## config.mk

```make
export PLATFORM = sky130hd
export DESIGN_NAME = ccm_mac
export DESIGN_NICKNAME = d
export VERILOG_FILES = /design/src/rtl/ccm_pkg.sv /design/src/rtl/ccm_mac.sv
export SDC_FILE = /design/constraint.sdc
export NUM_CORES = 1
export LEC_CHECK = 0
export ABC_AREA = 1
export ABC_CLOCK_PERIOD_IN_PS = 2850
export BUFFER_PORTS_ARGS = -buffer_cell sky130_fd_sc_hd__buf_2
export CAP_MARGIN = 15
export CORE_MARGIN = 10
export CORE_UTILIZATION = 60
export DETAILED_ROUTE_END_ITERATION = 10
export HOLD_SLACK_MARGIN = 0.15
export PLACE_DENSITY = 0.78
export SLEW_MARGIN = 30
export SYNTH_ARGS = -nofsm -noshare
export SYNTH_HDL_FRONTEND = slang
export SYNTH_SLANG_ARGS = --single-unit
```

## constraint.sdc

```tcl
create_clock -name clk -period 2.85 [get_ports clk]
set_clock_uncertainty 0.2 [all_clocks]
set_input_delay 0.1425 -clock clk [delete_from_list [all_inputs] [get_ports clk]]
set_output_delay 0.1425 -clock clk [all_outputs]
set_load 0.01 [all_outputs]
```

## src/rtl/ccm_pkg.sv

```systemverilog
// ----------------------------------------------------------------------------
// ccm_pkg
// Shared constants and types of the causal convolution MAC.
// ----------------------------------------------------------------------------
`default_nettype none

package ccm_pkg;

    localparam int MAX_TAPS    = 1024;
    localparam int SAMPLE_BITS = 16;
    localparam int TAP_AW      = $clog2(MAX_TAPS);
    localparam int CNT_W       = TAP_AW + 1;
    localparam int KLEN_W      = 11;
    localparam int KLEN_RESET  = 1024;
    localparam int PROD_W      = 2 * SAMPLE_BITS;
    localparam int Y_BITS      = 42;
    localparam int APB_AW      = 2;
    localparam int APB_DW      = 32;
    localparam int S_TDATA_W   = ((2 * SAMPLE_BITS + 7) / 8) * 8;
    localparam int M_TDATA_W   = ((Y_BITS + 7) / 8) * 8;

    // sequencer to datapath
    typedef struct packed {
        logic clr;     // clear accumulator, new request
        logic rd_vld;  // RAM read data valid this cycle
    } mac_ctl_t;

endpackage

`default_nettype wire

```

## src/rtl/ccm_mac.sv

```systemverilog
// ----------------------------------------------------------------------------
// ccm_mac
// Multiply-accumulate datapath: registered product, wrapping accumulator.
// ----------------------------------------------------------------------------
`default_nettype none

module ccm_mac
    import ccm_pkg::*;
(
    input  wire logic                          clk,
    input  wire logic                          rst_n,
    input  wire mac_ctl_t                      ctl,
    input  wire logic signed [SAMPLE_BITS-1:0] ker_q,
    input  wire logic signed [SAMPLE_BITS-1:0] ring_q,
    output logic signed      [Y_BITS-1:0]      acc
);

    logic signed [PROD_W-1:0] prod_reg;
    logic                     prod_vld_reg;
    logic signed [Y_BITS-1:0] acc_reg;
    logic signed [Y_BITS-1:0] acc_next;

    always_ff @(posedge clk)
    begin
        prod_reg <= ker_q * ring_q;
    end

    always_comb
    begin
        acc_next = acc_reg;
        if (ctl.clr)
        begin
            acc_next = '0;
        end
        else if (prod_vld_reg)
        begin
            acc_next = acc_reg + Y_BITS'(prod_reg);
        end
    end

    always_ff @(posedge clk or negedge rst_n)
    begin
        if (!rst_n)
        begin
            prod_vld_reg <= 1'b0;
            acc_reg      <= '0;
        end
        else
        begin
            prod_vld_reg <= ctl.rd_vld;
            acc_reg      <= acc_next;
        end
    end

    assign acc = acc_reg;

endmodule

`default_nettype wire

```

Yosys cells after proc, flatten, opt, wreduce, memory -nomap -nowiden
Index checks and enable logic that the tools add are counted.
{ "op_classes": {"addsub": 1, "mul": 1, "n_mux": 2, "n_reduce_logical": 1} }
{ "ops": {"columns": ["operator", "count"], "rows": [
  ["two-way mux 42 bit", 2],
  ["adder 42 x 32 -> 42 bit", 1],
  ["multiplier 16 x 16 -> 32 bit", 1],
  ["nonzero test 2 bit", 1]
]} }
{ "totals": {"register_bits": 75, "input_bits": 36, "out_inout_bits": 42, "wordCells": 8} }

Longest topological paths before layout
{ "depth": {"word_depth": 3, "ltp_mapped": 26} }

Worst setup path before layout
Ideal clock, no wire load.
{ "synth_path": {"path_type": "input to register", "from": "input ring_q[5]", "to": "register prod_reg[28]", "setup_ns": 0.121, "t_arrival_ns": 5.109, "setup_slack_ns": -2.580, "stages": 20, "path_buffers": 2, "cell_sequence": "clkbuf_1 > clkbuf_1 > nand2_1 > fa_1 > inv_1 > fa_1 > fa_1 > fa_1 > fa_1 > inv_1 > fa_1 > inv_1 > ha_1 > a21o_1 > o21bai_1 > nand2_1 > nand2_1 > a21oi_1 > nand2_1 > xor2_1"} }
{ "synth_via": {"elab_chain_len": 1} }
{ "synth_rtl": {"columns": ["element", "line", "source"], "rows": [
  ["start: declaration", "ccm_mac.sv:14", "input wire logic signed [SAMPLE_BITS-1:0] ring_q,"],
  ["multiplier 16 x 16 -> 32 bit", "ccm_mac.sv:25", "prod_reg <= ker_q * ring_q;"],
  ["end signal: assignment", "ccm_mac.sv:25", null],
  ["end: declaration", "ccm_mac.sv:18", "logic signed [PROD_W-1:0] prod_reg;"]
]} }
No other way between the ends.
A chain may end at the register's enable or synchronous reset.

Worst setup path in the final report
{ "layout_path": {"from": "input ring_q[4]", "to": "register prod_reg[19]"} }
Same word-level chain as after synthesis.

==> results by group <==
Timing
  • Period utilization: 178%
  • Final Slew Violations: 0
  • Setup TNS: -50.23 ns
  • Achievable frequency: 197 MHz
  • Hold slack: 0.141 ns
  • Max_slew headroom: 59.7%
  • Hold Vio Cnt, Final: 0
  • RSZ-0062 raised after global routing: true
  • Worst setup margin: -2.23 ns
  • Worst Max-Slew Pin Slew: 0.604 ns
  • # setup viols final: 27
  • Final min period: 5.08 ns

Synthesis
  • Netlist Area Pre-Place: 16200 µm²
  • Leading cell types by count after synthesis: nand2_1 (746), inv_1 (611), fa_1 (263)
  • Post-synthesis sequential element count: 75
  • Top-count cell post-synth: nand2_1
  • Number of enable flip-flop cells after synthesis: 0
  • Share of the synthesized area in the top cell type: 32.5%
  • Synth Net Count: 2734
  • Top area cells in the synthesized netlist: fa_1 (33%), nand2_1 (17%), inv_1 (14%)
  • Post-synth top flop: dfrtp_1
  • Number of distinct library cells after synthesis: 37
  • Main combinational cell family by area after synthesis: adder cells
  • Largest area contributor in the netlist: fa_1
  • Synth Area in Simple Gates: 25.4%
  • Adder-cell share of the synthesized area: 42.0%
  • Synthesized instance count: 2312
  • Ys Warns: 0
  • Syn_area_per_cell: 7.00 µm²
  • Sequential share of the synthesized area: 10.6%
  • Compound-Gate Fraction of Synth Area: 4.35%
  • Ys async rst share: 57.3%
  • Xor and xnor area share after synthesis: 1.79%
  • Post-synthesis mux area share: 0%

Place
  • DP Wirelength: 39.3 mm
  • RD Place Congestion: 1.00
  • Pre-CTS setup slack: -2.79 ns
  • I/O Buffers: 77
  • # placed instances: 2836

Drt
  • DR vias/cell: 5.44
  • Number of DRC markers in iteration 0: 1514
  • Post-route DRC: 0
  • Post-DRT Antenna Nets: 0
  • Vias: 15.9k
  • Avg WL per Cell: 18.8 µm
  • DRT Pass-1 Iters: 8
  • Final WL: 54.9 mm

Min path
  • Type of the tightest min-delay check: in2async

Clock network
  • H-tree depth: 3
  • Num CTS Buffers: 9
  • Clk Latency, worst-skew pair: 0.35 ns
  • Clock Path Buffers: 2
  • Clk slew on worst S/H paths: 0.07 ns
  • Root buf cell: clkbuf_16
  • Clock sinks: 75
  • CTS tree: built

Worst setup path
  • Crit path max fanout: 5
  • Setup CP Type: in2reg
  • Worst setup SP type: input pin
  • Crit path required time: 2.88 ns
  • Worst path slowest cell: fa_1
  • Most used cell, CP: inv_2
  • Critical path, cell by cell: buf_12, buf_12, nand2_2, inv_2, fa_1, inv_2, fa_2, fa_2, inv_2, fa_2, fa_1, inv_1, fa_1, inv_2, ha_4, nand2_4, a21oi_4, nor2_4, nor2_4, nor2_2, nand2_2, buf_6, buf_6, xor2_4
  • CP Buf/Inv Count: 9
  • Critical path's largest stage delay: 0.57 ns
  • Worst Setup End Kind: flip-flop
  • Largest delay contributor family on the critical path: adder cells
  • Crit path DAT: 5.11 ns

Layout
  • Largest register FFs: 42
  • Area grow syn2layout: 31.5%
  • Non-filler cells, final: 2924
  • Antenna cells: 0
  • Fin nets: 3000
  • Fraction of layout cells with a size suffix above 1: 27.3%

Global routing
  • Overall routing resource usage: 30.4%
  • GRT overflow: 0
  • First-pass GRT wire length: 82.3 mm
  • Initial antenna violation count: 0
  • Vias in the first global route: 16.3k
  • Largest net degree at the start of global routing: 44

Die
  • Core area: 26700 µm²
  • Die Ht: 184 µm
  • Die Width: 184 µm
  • Top-Level Pins: 78
  • Initial Util: 60.6%
  • Die ar.: 33900 µm²
  • Number of cell rows: 60

Flow run
  • MaxCap Viol Count: 0

Status
  • Failing checks: setup timing
  • Status: finished with violations
-- logic make-up after synthesis --
family          after synthesis
buf+inv                     679
simple gates               1010
compound gates              129
xor+xnor                     33
flops                        75
fa+ha+maj                   386
-- per-stage QoR --
| stage | area [µm²] | util, % |
|---|---|---|
| after floorplan | 17100 | - |
| after global routing | 21300 | 79.7 |
| after global placement | 18700 | 69.8 |
| after CTS | 20500 | 76.9 |
| after detailed placement | 18700 | 69.8 |
| final | 21300 | 79.7 |
-- per-layer routing --
layer | GRT usage (%) | up-vias | part of all wire [%]
met3 | 3.80 | 224 | 7.4
met1 | 38.6 | 7672 | 38
met5 | 0 | - | 0
met2 | 53.4 | 793 | 50
li1 | - | 7232 | -
met4 | 8.55 | 0 | 4.9
-- cell type report --
type                            count  area, µm²
Clock buffer                        9        225
Clock inverter                      7       60.1
Fill cell                        1760       5440
Inverter                          613       2310
Multi-Input combinational cell   1558      13600
Sequential cell                    75       1720
Tap cell                          341        427
Timing Repair Buffer              321       2990
-- what timing repair did --
action / in CTS / in global routing
gates cloned: 2 / 2
hold buffers: 4 / 0
resized for setup: 340 / 153
setup endpoints to repair: 27 / 27
buffers inserted: 49 / 23
hold endpoints to repair: 45 / 0
pin swaps: 118 / 124
-- worst paths after layout --
path / slack (ns) / to / cells past startpoint / start
min in group clk: 0.19 / prod_reg[1] / 5 / ker_q[1]
hold reg to reg: 0.31 / acc[35] / 2 / acc[35]
setup / recovery: -2.23 / prod_reg[19] / 24 / ring_q[4]
hold / removal: 0.14 / acc[5] / 2 / rst_n
max in group asynchronous: 1.89 / acc[18] / 2 / rst_n
setup reg to reg: 0.24 / acc[18] / 10 / acc[0]
-- layout by cell type, fill, tap and decap left out, drive strengths merged --
cell type / n
fa: 263
o21bai: 6
nand2: 757
dfrtp: 43
buf: 315
a21oi: 69
inv: 615
xnor2: 8
nand3: 73
a21o: 5
clkinv: 4
nand3b: 11
ha: 123
dfxtp: 32
xor2: 25
nor3: 8
nand4: 19
clkinvlp: 1
or2: 4
o21ai: 44
and2: 1
a21boi: 1
a22o: 2
clkbuf: 11
a31oi: 2
nor2: 136
dlygate4sd3: 4
and3: 1
Power is left out: the tool's default activity adds up to more than one toggle a clock period on the data nets, which glitch-free logic cannot reach.
