### src/rtl/ccm_pkg.sv
// ----------------------------------------------------------------------------
// ccm_pkg
// Shared constants and types of the causal convolution MAC.
// ----------------------------------------------------------------------------
`default_nettype none

package ccm_pkg;

    localparam int MAX_TAPS    = 1024;
    localparam int SAMPLE_BITS = 16;
    localparam int TAP_AW      = $clog2(MAX_TAPS);
    localparam int CNT_W       = TAP_AW + 1;
    localparam int KLEN_W      = 11;
    localparam int KLEN_RESET  = 1024;
    localparam int PROD_W      = 2 * SAMPLE_BITS;
    localparam int Y_BITS      = 42;
    localparam int APB_AW      = 2;
    localparam int APB_DW      = 32;
    localparam int S_TDATA_W   = ((2 * SAMPLE_BITS + 7) / 8) * 8;
    localparam int M_TDATA_W   = ((Y_BITS + 7) / 8) * 8;

    // sequencer to datapath
    typedef struct packed {
        logic clr;     // clear accumulator, new request
        logic rd_vld;  // RAM read data valid this cycle
    } mac_ctl_t;

endpackage

`default_nettype wire

### src/rtl/ccm_seq.sv
// ----------------------------------------------------------------------------
// ccm_seq
// Tap sequencer: memory writes per request, read address walk, drain, finish.
// ----------------------------------------------------------------------------
`default_nettype none

module ccm_seq
    import ccm_pkg::*;
(
    input  wire logic              clk,
    input  wire logic              rst_n,
    input  wire logic              accept,
    input  wire logic              in_last,
    input  wire logic [KLEN_W-1:0] kernel_length,
    input  wire logic              out_free,
    output logic                   idle,
    output logic                   ker_we,
    output logic [TAP_AW-1:0]      ker_waddr,
    output logic                   ring_we,
    output logic [TAP_AW-1:0]      ring_waddr,
    output logic [TAP_AW-1:0]      ker_raddr,
    output logic [TAP_AW-1:0]      ring_raddr,
    output mac_ctl_t               mac_ctl,
    output logic                   finish,
    output logic                   fin_last
);

    typedef enum logic [3:0] {
        ST_IDLE   = 4'b0001,
        ST_RUN    = 4'b0010,
        ST_DRAIN  = 4'b0100,
        ST_FINISH = 4'b1000
    } seq_state_t;

    seq_state_t        state_reg, state_next;
    logic [CNT_W-1:0]  count_reg, count_next;   // sample index, saturating
    logic [TAP_AW-1:0] wp_reg, wp_next;         // ring slot for next sample
    logic [TAP_AW-1:0] cur_wp_reg, cur_wp_next;
    logic [CNT_W-1:0]  taps_reg, taps_next;
    logic [CNT_W-1:0]  k_reg, k_next;
    logic              drain_reg, drain_next;
    logic              last_reg, last_next;
    logic              rd_vld_reg;
    logic [CNT_W-1:0]  klen;
    logic [CNT_W-1:0]  count_inc;
    logic              issue;

    // lengths above the store depth use the whole store
    assign klen = (CNT_W'(kernel_length) > CNT_W'(MAX_TAPS)) ? CNT_W'(MAX_TAPS)
                                                              : CNT_W'(kernel_length);
    assign count_inc = count_reg + CNT_W'(1);

    assign issue      = (state_reg == ST_RUN);
    assign idle       = (state_reg == ST_IDLE);
    assign ker_we     = accept && (count_reg < klen);
    assign ker_waddr  = count_reg[TAP_AW-1:0];
    assign ring_we    = accept;
    assign ring_waddr = wp_reg;
    assign ker_raddr  = k_reg[TAP_AW-1:0];
    assign ring_raddr = cur_wp_reg - k_reg[TAP_AW-1:0];
    assign finish     = (state_reg == ST_FINISH) && out_free;
    assign fin_last   = last_reg;

    assign mac_ctl.clr    = accept;
    assign mac_ctl.rd_vld = rd_vld_reg;

    always_comb
    begin
        state_next  = state_reg;
        count_next  = count_reg;
        wp_next     = wp_reg;
        cur_wp_next = cur_wp_reg;
        taps_next   = taps_reg;
        k_next      = k_reg;
        drain_next  = drain_reg;
        last_next   = last_reg;
        case (state_reg)
            ST_IDLE:
            begin
                if (accept)
                begin
                    cur_wp_next = wp_reg;
                    last_next   = in_last;
                    k_next      = '0;
                    drain_next  = 1'b0;
                    taps_next   = (count_inc > klen) ? klen : count_inc;
                    state_next  = (klen == '0) ? ST_DRAIN : ST_RUN;
                    if (in_last)
                    begin
                        wp_next    = '0;
                        count_next = '0;
                    end
                    else
                    begin
                        wp_next = wp_reg + TAP_AW'(1);
                        if (count_reg < CNT_W'(MAX_TAPS))
                        begin
                            count_next = count_inc;
                        end
                    end
                end
            end
            ST_RUN:
            begin
                k_next = k_reg + CNT_W'(1);
                if (k_reg == taps_reg - CNT_W'(1))
                begin
                    state_next = ST_DRAIN;
                end
            end
            ST_DRAIN:
            begin
                // read data, then product, then accumulator
                drain_next = 1'b1;
                if (drain_reg)
                begin
                    state_next = ST_FINISH;
                end
            end
            ST_FINISH:
            begin
                if (out_free)
                begin
                    state_next = ST_IDLE;
                end
            end
            default:
            begin
                state_next = ST_IDLE;
            end
        endcase
    end

    always_ff @(posedge clk or negedge rst_n)
    begin
        if (!rst_n)
        begin
            state_reg  <= ST_IDLE;
            count_reg  <= '0;
            wp_reg     <= '0;
            drain_reg  <= 1'b0;
            rd_vld_reg <= 1'b0;
        end
        else
        begin
            state_reg  <= state_next;
            count_reg  <= count_next;
            wp_reg     <= wp_next;
            drain_reg  <= drain_next;
            rd_vld_reg <= issue;
        end
    end

    always_ff @(posedge clk)
    begin
        cur_wp_reg <= cur_wp_next;
        taps_reg   <= taps_next;
        k_reg      <= k_next;
        last_reg   <= last_next;
    end

endmodule

`default_nettype wire

### config.mk
export PLATFORM = sky130hd
export DESIGN_NAME = ccm_seq
export DESIGN_NICKNAME = d
export VERILOG_FILES = /design/src/rtl/ccm_pkg.sv /design/src/rtl/ccm_seq.sv
export SDC_FILE = /design/constraint.sdc
export NUM_CORES = 1
export LEC_CHECK = 0
export BUFFER_PORTS_ARGS = -buffer_cell sky130_fd_sc_hd__buf_2
export CAP_MARGIN = 0
export CORE_MARGIN = 2
export CORE_UTILIZATION = 25
export CTS_CLUSTER_DIAMETER = 40
export DETAILED_ROUTE_END_ITERATION = 8
export SLEW_MARGIN = 15
export SYNTH_ARGS = -nofsm -noshare
export SYNTH_HDL_FRONTEND = slang
export SYNTH_SLANG_ARGS = --single-unit
### constraint.sdc
create_clock -name clk -period 3.14 [get_ports clk]
set_input_delay 0.314 -clock clk [delete_from_list [all_inputs] [get_ports clk]]
set_output_delay 0.314 -clock clk [all_outputs]
set_load 0.03 [all_outputs]
Word level (Yosys, flattened, before mapping)
Index checks and enable logic that the tools add are counted.
{"block": "op_classes", "n_lt_le_gt_ge": 4, "muxes": 15, "div_mod_pow": 0, "shifts": 0, "addsub": 5, "n_reduce_logical": 11, "bitwise_logic": 0, "mul": 0, "eq_ne": 9}
{"operator": "two-way mux 11 bit", "count": 5}
{"operator": "adder 11 x 1 -> 11 bit (second input constant)", "count": 2}
{"operator": "one-hot mux 11 bit (2 select lines)", "count": 1}
{"operator": "two-way mux 4 bit", "count": 4}
{"operator": "one-hot mux 4 bit (4 select lines)", "count": 1}
{"operator": "equality test 11 bit", "count": 1}
{"operator": "greater-than comparator 11 bit", "count": 1}
{"operator": "greater-than comparator 11 bit (second input constant)", "count": 1}
{"operator": "zero test 11 bit", "count": 1}
{"operator": "< comparator 11 bit", "count": 1}
{"operator": "< comparator 11 bit (second input constant)", "count": 1}
{"operator": "subtractor 11 x 1 -> 11 bit (second input constant)", "count": 1}
{"operator": "adder 10 x 1 -> 10 bit (second input constant)", "count": 1}
{"operator": "two-way mux 10 bit", "count": 1}
{"operator": "subtractor 10 bit", "count": 1}
{"operator": "inequality test 2 bit (second input constant)", "count": 3}
{"operator": "AND reduction 2 bit", "count": 3}
{"operator": "nonzero test 2 bit", "count": 3}
{"operator": "equality test 4 x 1 -> 1 bit (second input constant)", "count": 1}
{"operator": "equality test 4 x 2 -> 1 bit (second input constant)", "count": 1}
{"operator": "equality test 4 x 3 -> 1 bit (second input constant)", "count": 1}
{"operator": "equality test 4 bit (second input constant)", "count": 1}
{"operator": "AND reduction 4 bit", "count": 1}
{"operator": "two-way mux 3 bit", "count": 1}
{"operator": "other kinds (5)", "count": 6}
{"block": "word_totals", "word_cells": 53, "latchBits": 0, "in_bits": 16, "memories": 0, "reg_bits": 60, "mem_bits_rw": 0, "rom_bits": 0}

Longest topological paths before layout
{"block": "depth", "ltp_word": 6, "mapped_depth": 13}

Worst setup path after synthesis
Ideal clock, no wire load.
{"block": "synth_timing", "path_kind": "reg-to-reg", "startpoint": "register count_reg[0]", "endpoint": "register taps_reg[0], data pin", "slack_ps": -90, "path_stages_with_launch": 14, "arrival_ps": 2970, "path_buffers": 1, "setup_ps": 260, "period_less_slack_ps": 3230, "path_cell_list": "dfrtp_1 ha_1 nand3_1 nor2_1 and3_1 nand3_1 xnor2_1 ha_1 nand4_1 nor4_1 a21oi_1 a21boi_0 buf_1 mux2_2"}
{"block": "synth_between", "elab_chain_len": 3}
{"element": "from (decl)", "line_no": "ccm_seq.sv:36", "rtl": "logic [CNT_W-1:0] count_reg, count_next;"}
{"element": "from (signal assigned)", "line_no": "ccm_seq.sv:147", "rtl": "count_reg <= count_next;"}
{"element": "adder 11 x 1 -> 11 bit *", "line_no": "ccm_seq.sv:51", "rtl": "assign count_inc = count_reg + CNT_W'(1);"}
{"element": "greater-than comparator 11 bit", "line_no": "ccm_seq.sv:86", "rtl": "taps_next = (count_inc > klen) ? klen : count_inc;"}
{"element": "two-way mux 11 bit *", "line_no": "ccm_seq.sv:86"}
{"element": "to (signal assigned)", "line_no": "ccm_seq.sv:157", "rtl": "taps_reg <= taps_next;"}
{"element": "to (decl)", "line_no": "ccm_seq.sv:39", "rtl": "logic [CNT_W-1:0] taps_reg, taps_next;"}
Every way passes the cells marked *; elsewhere a longest branch is shown, timed or not.
A chain may end at the register's enable or synchronous reset.

Worst setup path after layout
{"block": "layout_timing", "startpoint": "register count_reg[0]", "endpoint": "register taps_reg[7], data pin"}
Same word-level chain as after synthesis.

==> results.sh <==
export IMPL_critPathLaunchType="register"
export IMPL_min_period_ns=2.95
export IMPL_clkLatencyLatePin_ns=0.33
export IMPL_yosysTopAreaCell="edfxtp_1"
export IMPL_die_w_um=136
export IMPL_final_layout_size_suffix_gt1_share_pct=23.8
export IMPL_rrSetupSlack_ns=0.19
export IMPL_grt_pass1_vias=3315
export IMPL_dieArea_mm2=0.0184
export IMPL_vias=3439
export IMPL_synth_top_family_by_area="simple AND/OR/NAND/NOR gates"
export IMPL_cts_made_buffers=9
export IMPL_synthMuxAreaShare_pct=3.24
export IMPL_synth_seq_cells=60
export IMPL_netlist_area_mm2=0.00433
export IMPL_fin_nets=577
export IMPL_tritoncts="yes"
export IMPL_grt_max_degree=28
export IMPL_cp_startpoint="count_reg[0]$_DFFE_PN0P_"
export IMPL_synth_compound_area_share_pct=12.4
export IMPL_yosys_warnings=0
export IMPL_worst_endpoint_required_ns=3.22
export IMPL_synthArstFlopShare_pct=45.0
export IMPL_path_max_fanout=5
export IMPL_power_density_mw_per_mm2=377
export IMPL_ys_seq_area_share_pct=38.6
export IMPL_skew_ns=0.00696
export IMPL_fill_cells=1818
export IMPL_tightestPinTransition_ns=0.684
export IMPL_num_antenna_cells=0
export IMPL_root_buffer="clkbuf_16"
export IMPL_first_pass_iters=5
export IMPL_cp_end_kind="register"
export IMPL_power_mw=1.98
export IMPL_area_growth_pct=21.3
export IMPL_p_leak_nw=2.31
export IMPL_clock_sinks=60
export IMPL_synth_fa_ha_area_share_pct=10.6
export IMPL_hold_viol=0
export IMPL_yosys_area_share_simple_pct=18.9
export IMPL_syn_instance_count=463
export IMPL_r2r_cells=13
export IMPL_cts_buffer_depth=2
export IMPL_holdCritPathClass="in2async"
export IMPL_drc_errors=0
export IMPL_synth_xor_area_share_pct=8.30
export IMPL_ys_top_cells_by_area="edfxtp_1 23%, dfrtp_1 15%, ha_1 10%, xnor2_1 4.9%, buf_4 4.0%"
export IMPL_place_congestion=0.837
export IMPL_drt_iter0_drc=186
export IMPL_yosysTopAreaCellShare_pct=22.9
export IMPL_synth_edff_count=33
export IMPL_post_drt_wl_per_cell_um=14.2
export IMPL_grt_pass1_wl_um=17300
export IMPL_num_rows=48
export IMPL_timing_final_crit_share_pct=94.0
export IMPL_antenna_found_initial=0
export IMPL_start_util_pct=25.3
export IMPL_core_area_mm2=0.0171
export IMPL_ys_types=56
export IMPL_clock_fmax_mhz=339
export IMPL_maxSlewHeadroom_pct=54.4
export IMPL_routed_via_density=4.55
export IMPL_r2r_start="count_reg[0]$_DFFE_PN0P_"
export IMPL_netlist_top_cells_count="43 x nand2_1, 35 x ha_1, 34 x inv_1"
export IMPL_r2r_end="taps_reg[7]$_DFFE_PP_"
export IMPL_critPathKind="reg2reg"
export IMPL_htree_levels=3
export IMPL_dp_hpwl_um=8280
export IMPL_wl_um=10700
export IMPL_io_buffers=62
export IMPL_clk_pin_slew_ns=0.06
export IMPL_syn_nets=515
export IMPL_ios=63
export IMPL_endpoint="taps_reg[7]$_DFFE_PP_"
export IMPL_status="finished, final reports clean"
export IMPL_final_util_pct=30.7
export IMPL_yosysMostFrequentCell="nand2_1"
export IMPL_drv_slew=0
export IMPL_ant_nets=0
export IMPL_grt_overflow_total=0
export IMPL_arrival_ns=3.04
export IMPL_peakVddDrop_mv=0.219
export IMPL_cap_violations=0
export IMPL_dieHeight_um=136
export IMPL_synth_main_ff_cell="edfxtp_1"
export IMPL_syn_avg_cell_area_um2=9.34
export IMPL_grt_use_total_pct=12.2
export IMPL_setup_viol=0
[worst min-delay path by stage]
stage / startpoint / cells after the start / slack [ns] / end
detailed placement: rst_n / 1 / 0.40 / state_reg[3]$_DFFE_PN0P_
floorplan: rst_n / 0 / 0.02 / count_reg[0]$_DFFE_PN0P_
global placement: rst_n / 1 / 0.39 / state_reg[3]$_DFFE_PN0P_
CTS: rst_n / 1 / 0.04 / state_reg[3]$_DFFE_PN0P_
finish: rst_n / 1 / 0.02 / drain_reg$_DFFE_PN0P_
global route: rst_n / 1 / 0.07 / drain_reg$_DFFE_PN0P_
[repair_timing]
action | in CTS | in global routing
gates resized for setup | 0 | 17
hold buffers | 0 | 0
buffers inserted | 0 | 5
endpoints found under the setup margin | 0 | 13
[per-layer routing]
metal	part of all wire, %	global-route usage (%)	routed length (µm)	vias up
li1	-	-	-	1744
met1	46	15.8	4940	1610
met2	47	19.5	5060	71
met3	5.4	3.59	578	14
met4	1.4	3.76	148	0
met5	0	0	0	-
[through the flow]
| stage | cell area, µm² | hold slack (ns) | cells | TNS (ns) | worst slack [ns] |
|---|---|---|---|---|---|
| finish | 5250 | 0.0168 | 755 | 0 | 0.188 |
| global route | 5250 | 0.0673 | 755 | -0.00276 | -0.00276 |
| CTS | 5150 | 0.0429 | 749 | 0 | 0.00467 |
| detailed placement | 4830 | 0.399 | 733 | 0 | 0.0938 |
| global placement | 4830 | 0.392 | 733 | 0 | 0.110 |
| floorplan | 4330 | 0.0184 | 463 | 0 | 0.0474 |
[where the power goes]
part | switching [mW] | internal (mW) | total (mW)
combinational | 0.0566 | 0.0387 | 0.0954
clock | 0.367 | 0.690 | 1.06
sequential | 0.000000000000000189 | 0.828 | 0.828
total | 0.424 | 1.56 | 1.98
[worst max-delay path, cell delays in order (launching register included)]
cell and delay [ns]:
dfrtp_1 0.35, ha_1 0.17, nand3_1 0.13, nor2_2 0.16, and3_4 0.23, nand3_2 0.11, xnor2_2 0.17, ha_1 0.31
nand4_1 0.15, nor4_2 0.25, a21oi_1 0.06, a21boi_2 0.16, buf_2 0.18, mux2_2 0.27
[cell families after synthesis]
group           Yosys count
flops                    60
buf+inv                  69
xor+xnor                 41
compound gates           85
mux                      13
fa+ha+maj                36
simple gates            159
[area by class of cell]
type,instances,area (µm²),area share [%]
clock buffers,9,225,4.29
repair buffers,85,483,9.20
multi-input cells,334,2370,45.1
inverters,35,131,2.50
clock inverters,7,91.3,1.74
flip-flops and latches,60,1670,31.8
well taps,225,282,5.36
[placed cells by master, fill, tap and decap left out, drive strengths merged, types with 8 or more instances in the layout]
| cell type | count |
|---|---|
| xor2 | 17 |
| inv | 34 |
| nor3 | 14 |
| nand2 | 43 |
| buf | 84 |
| a21oi | 21 |
| edfxtp | 33 |
| mux2 | 8 |
| nor2 | 31 |
| nand3 | 15 |
| clkbuf | 10 |
| xnor2 | 24 |
| nor2b | 11 |
| nor4 | 8 |
| a21o | 9 |
| ha | 35 |
| o21ai | 22 |
| dfrtp | 26 |
(Power assumes the default switching activity.)
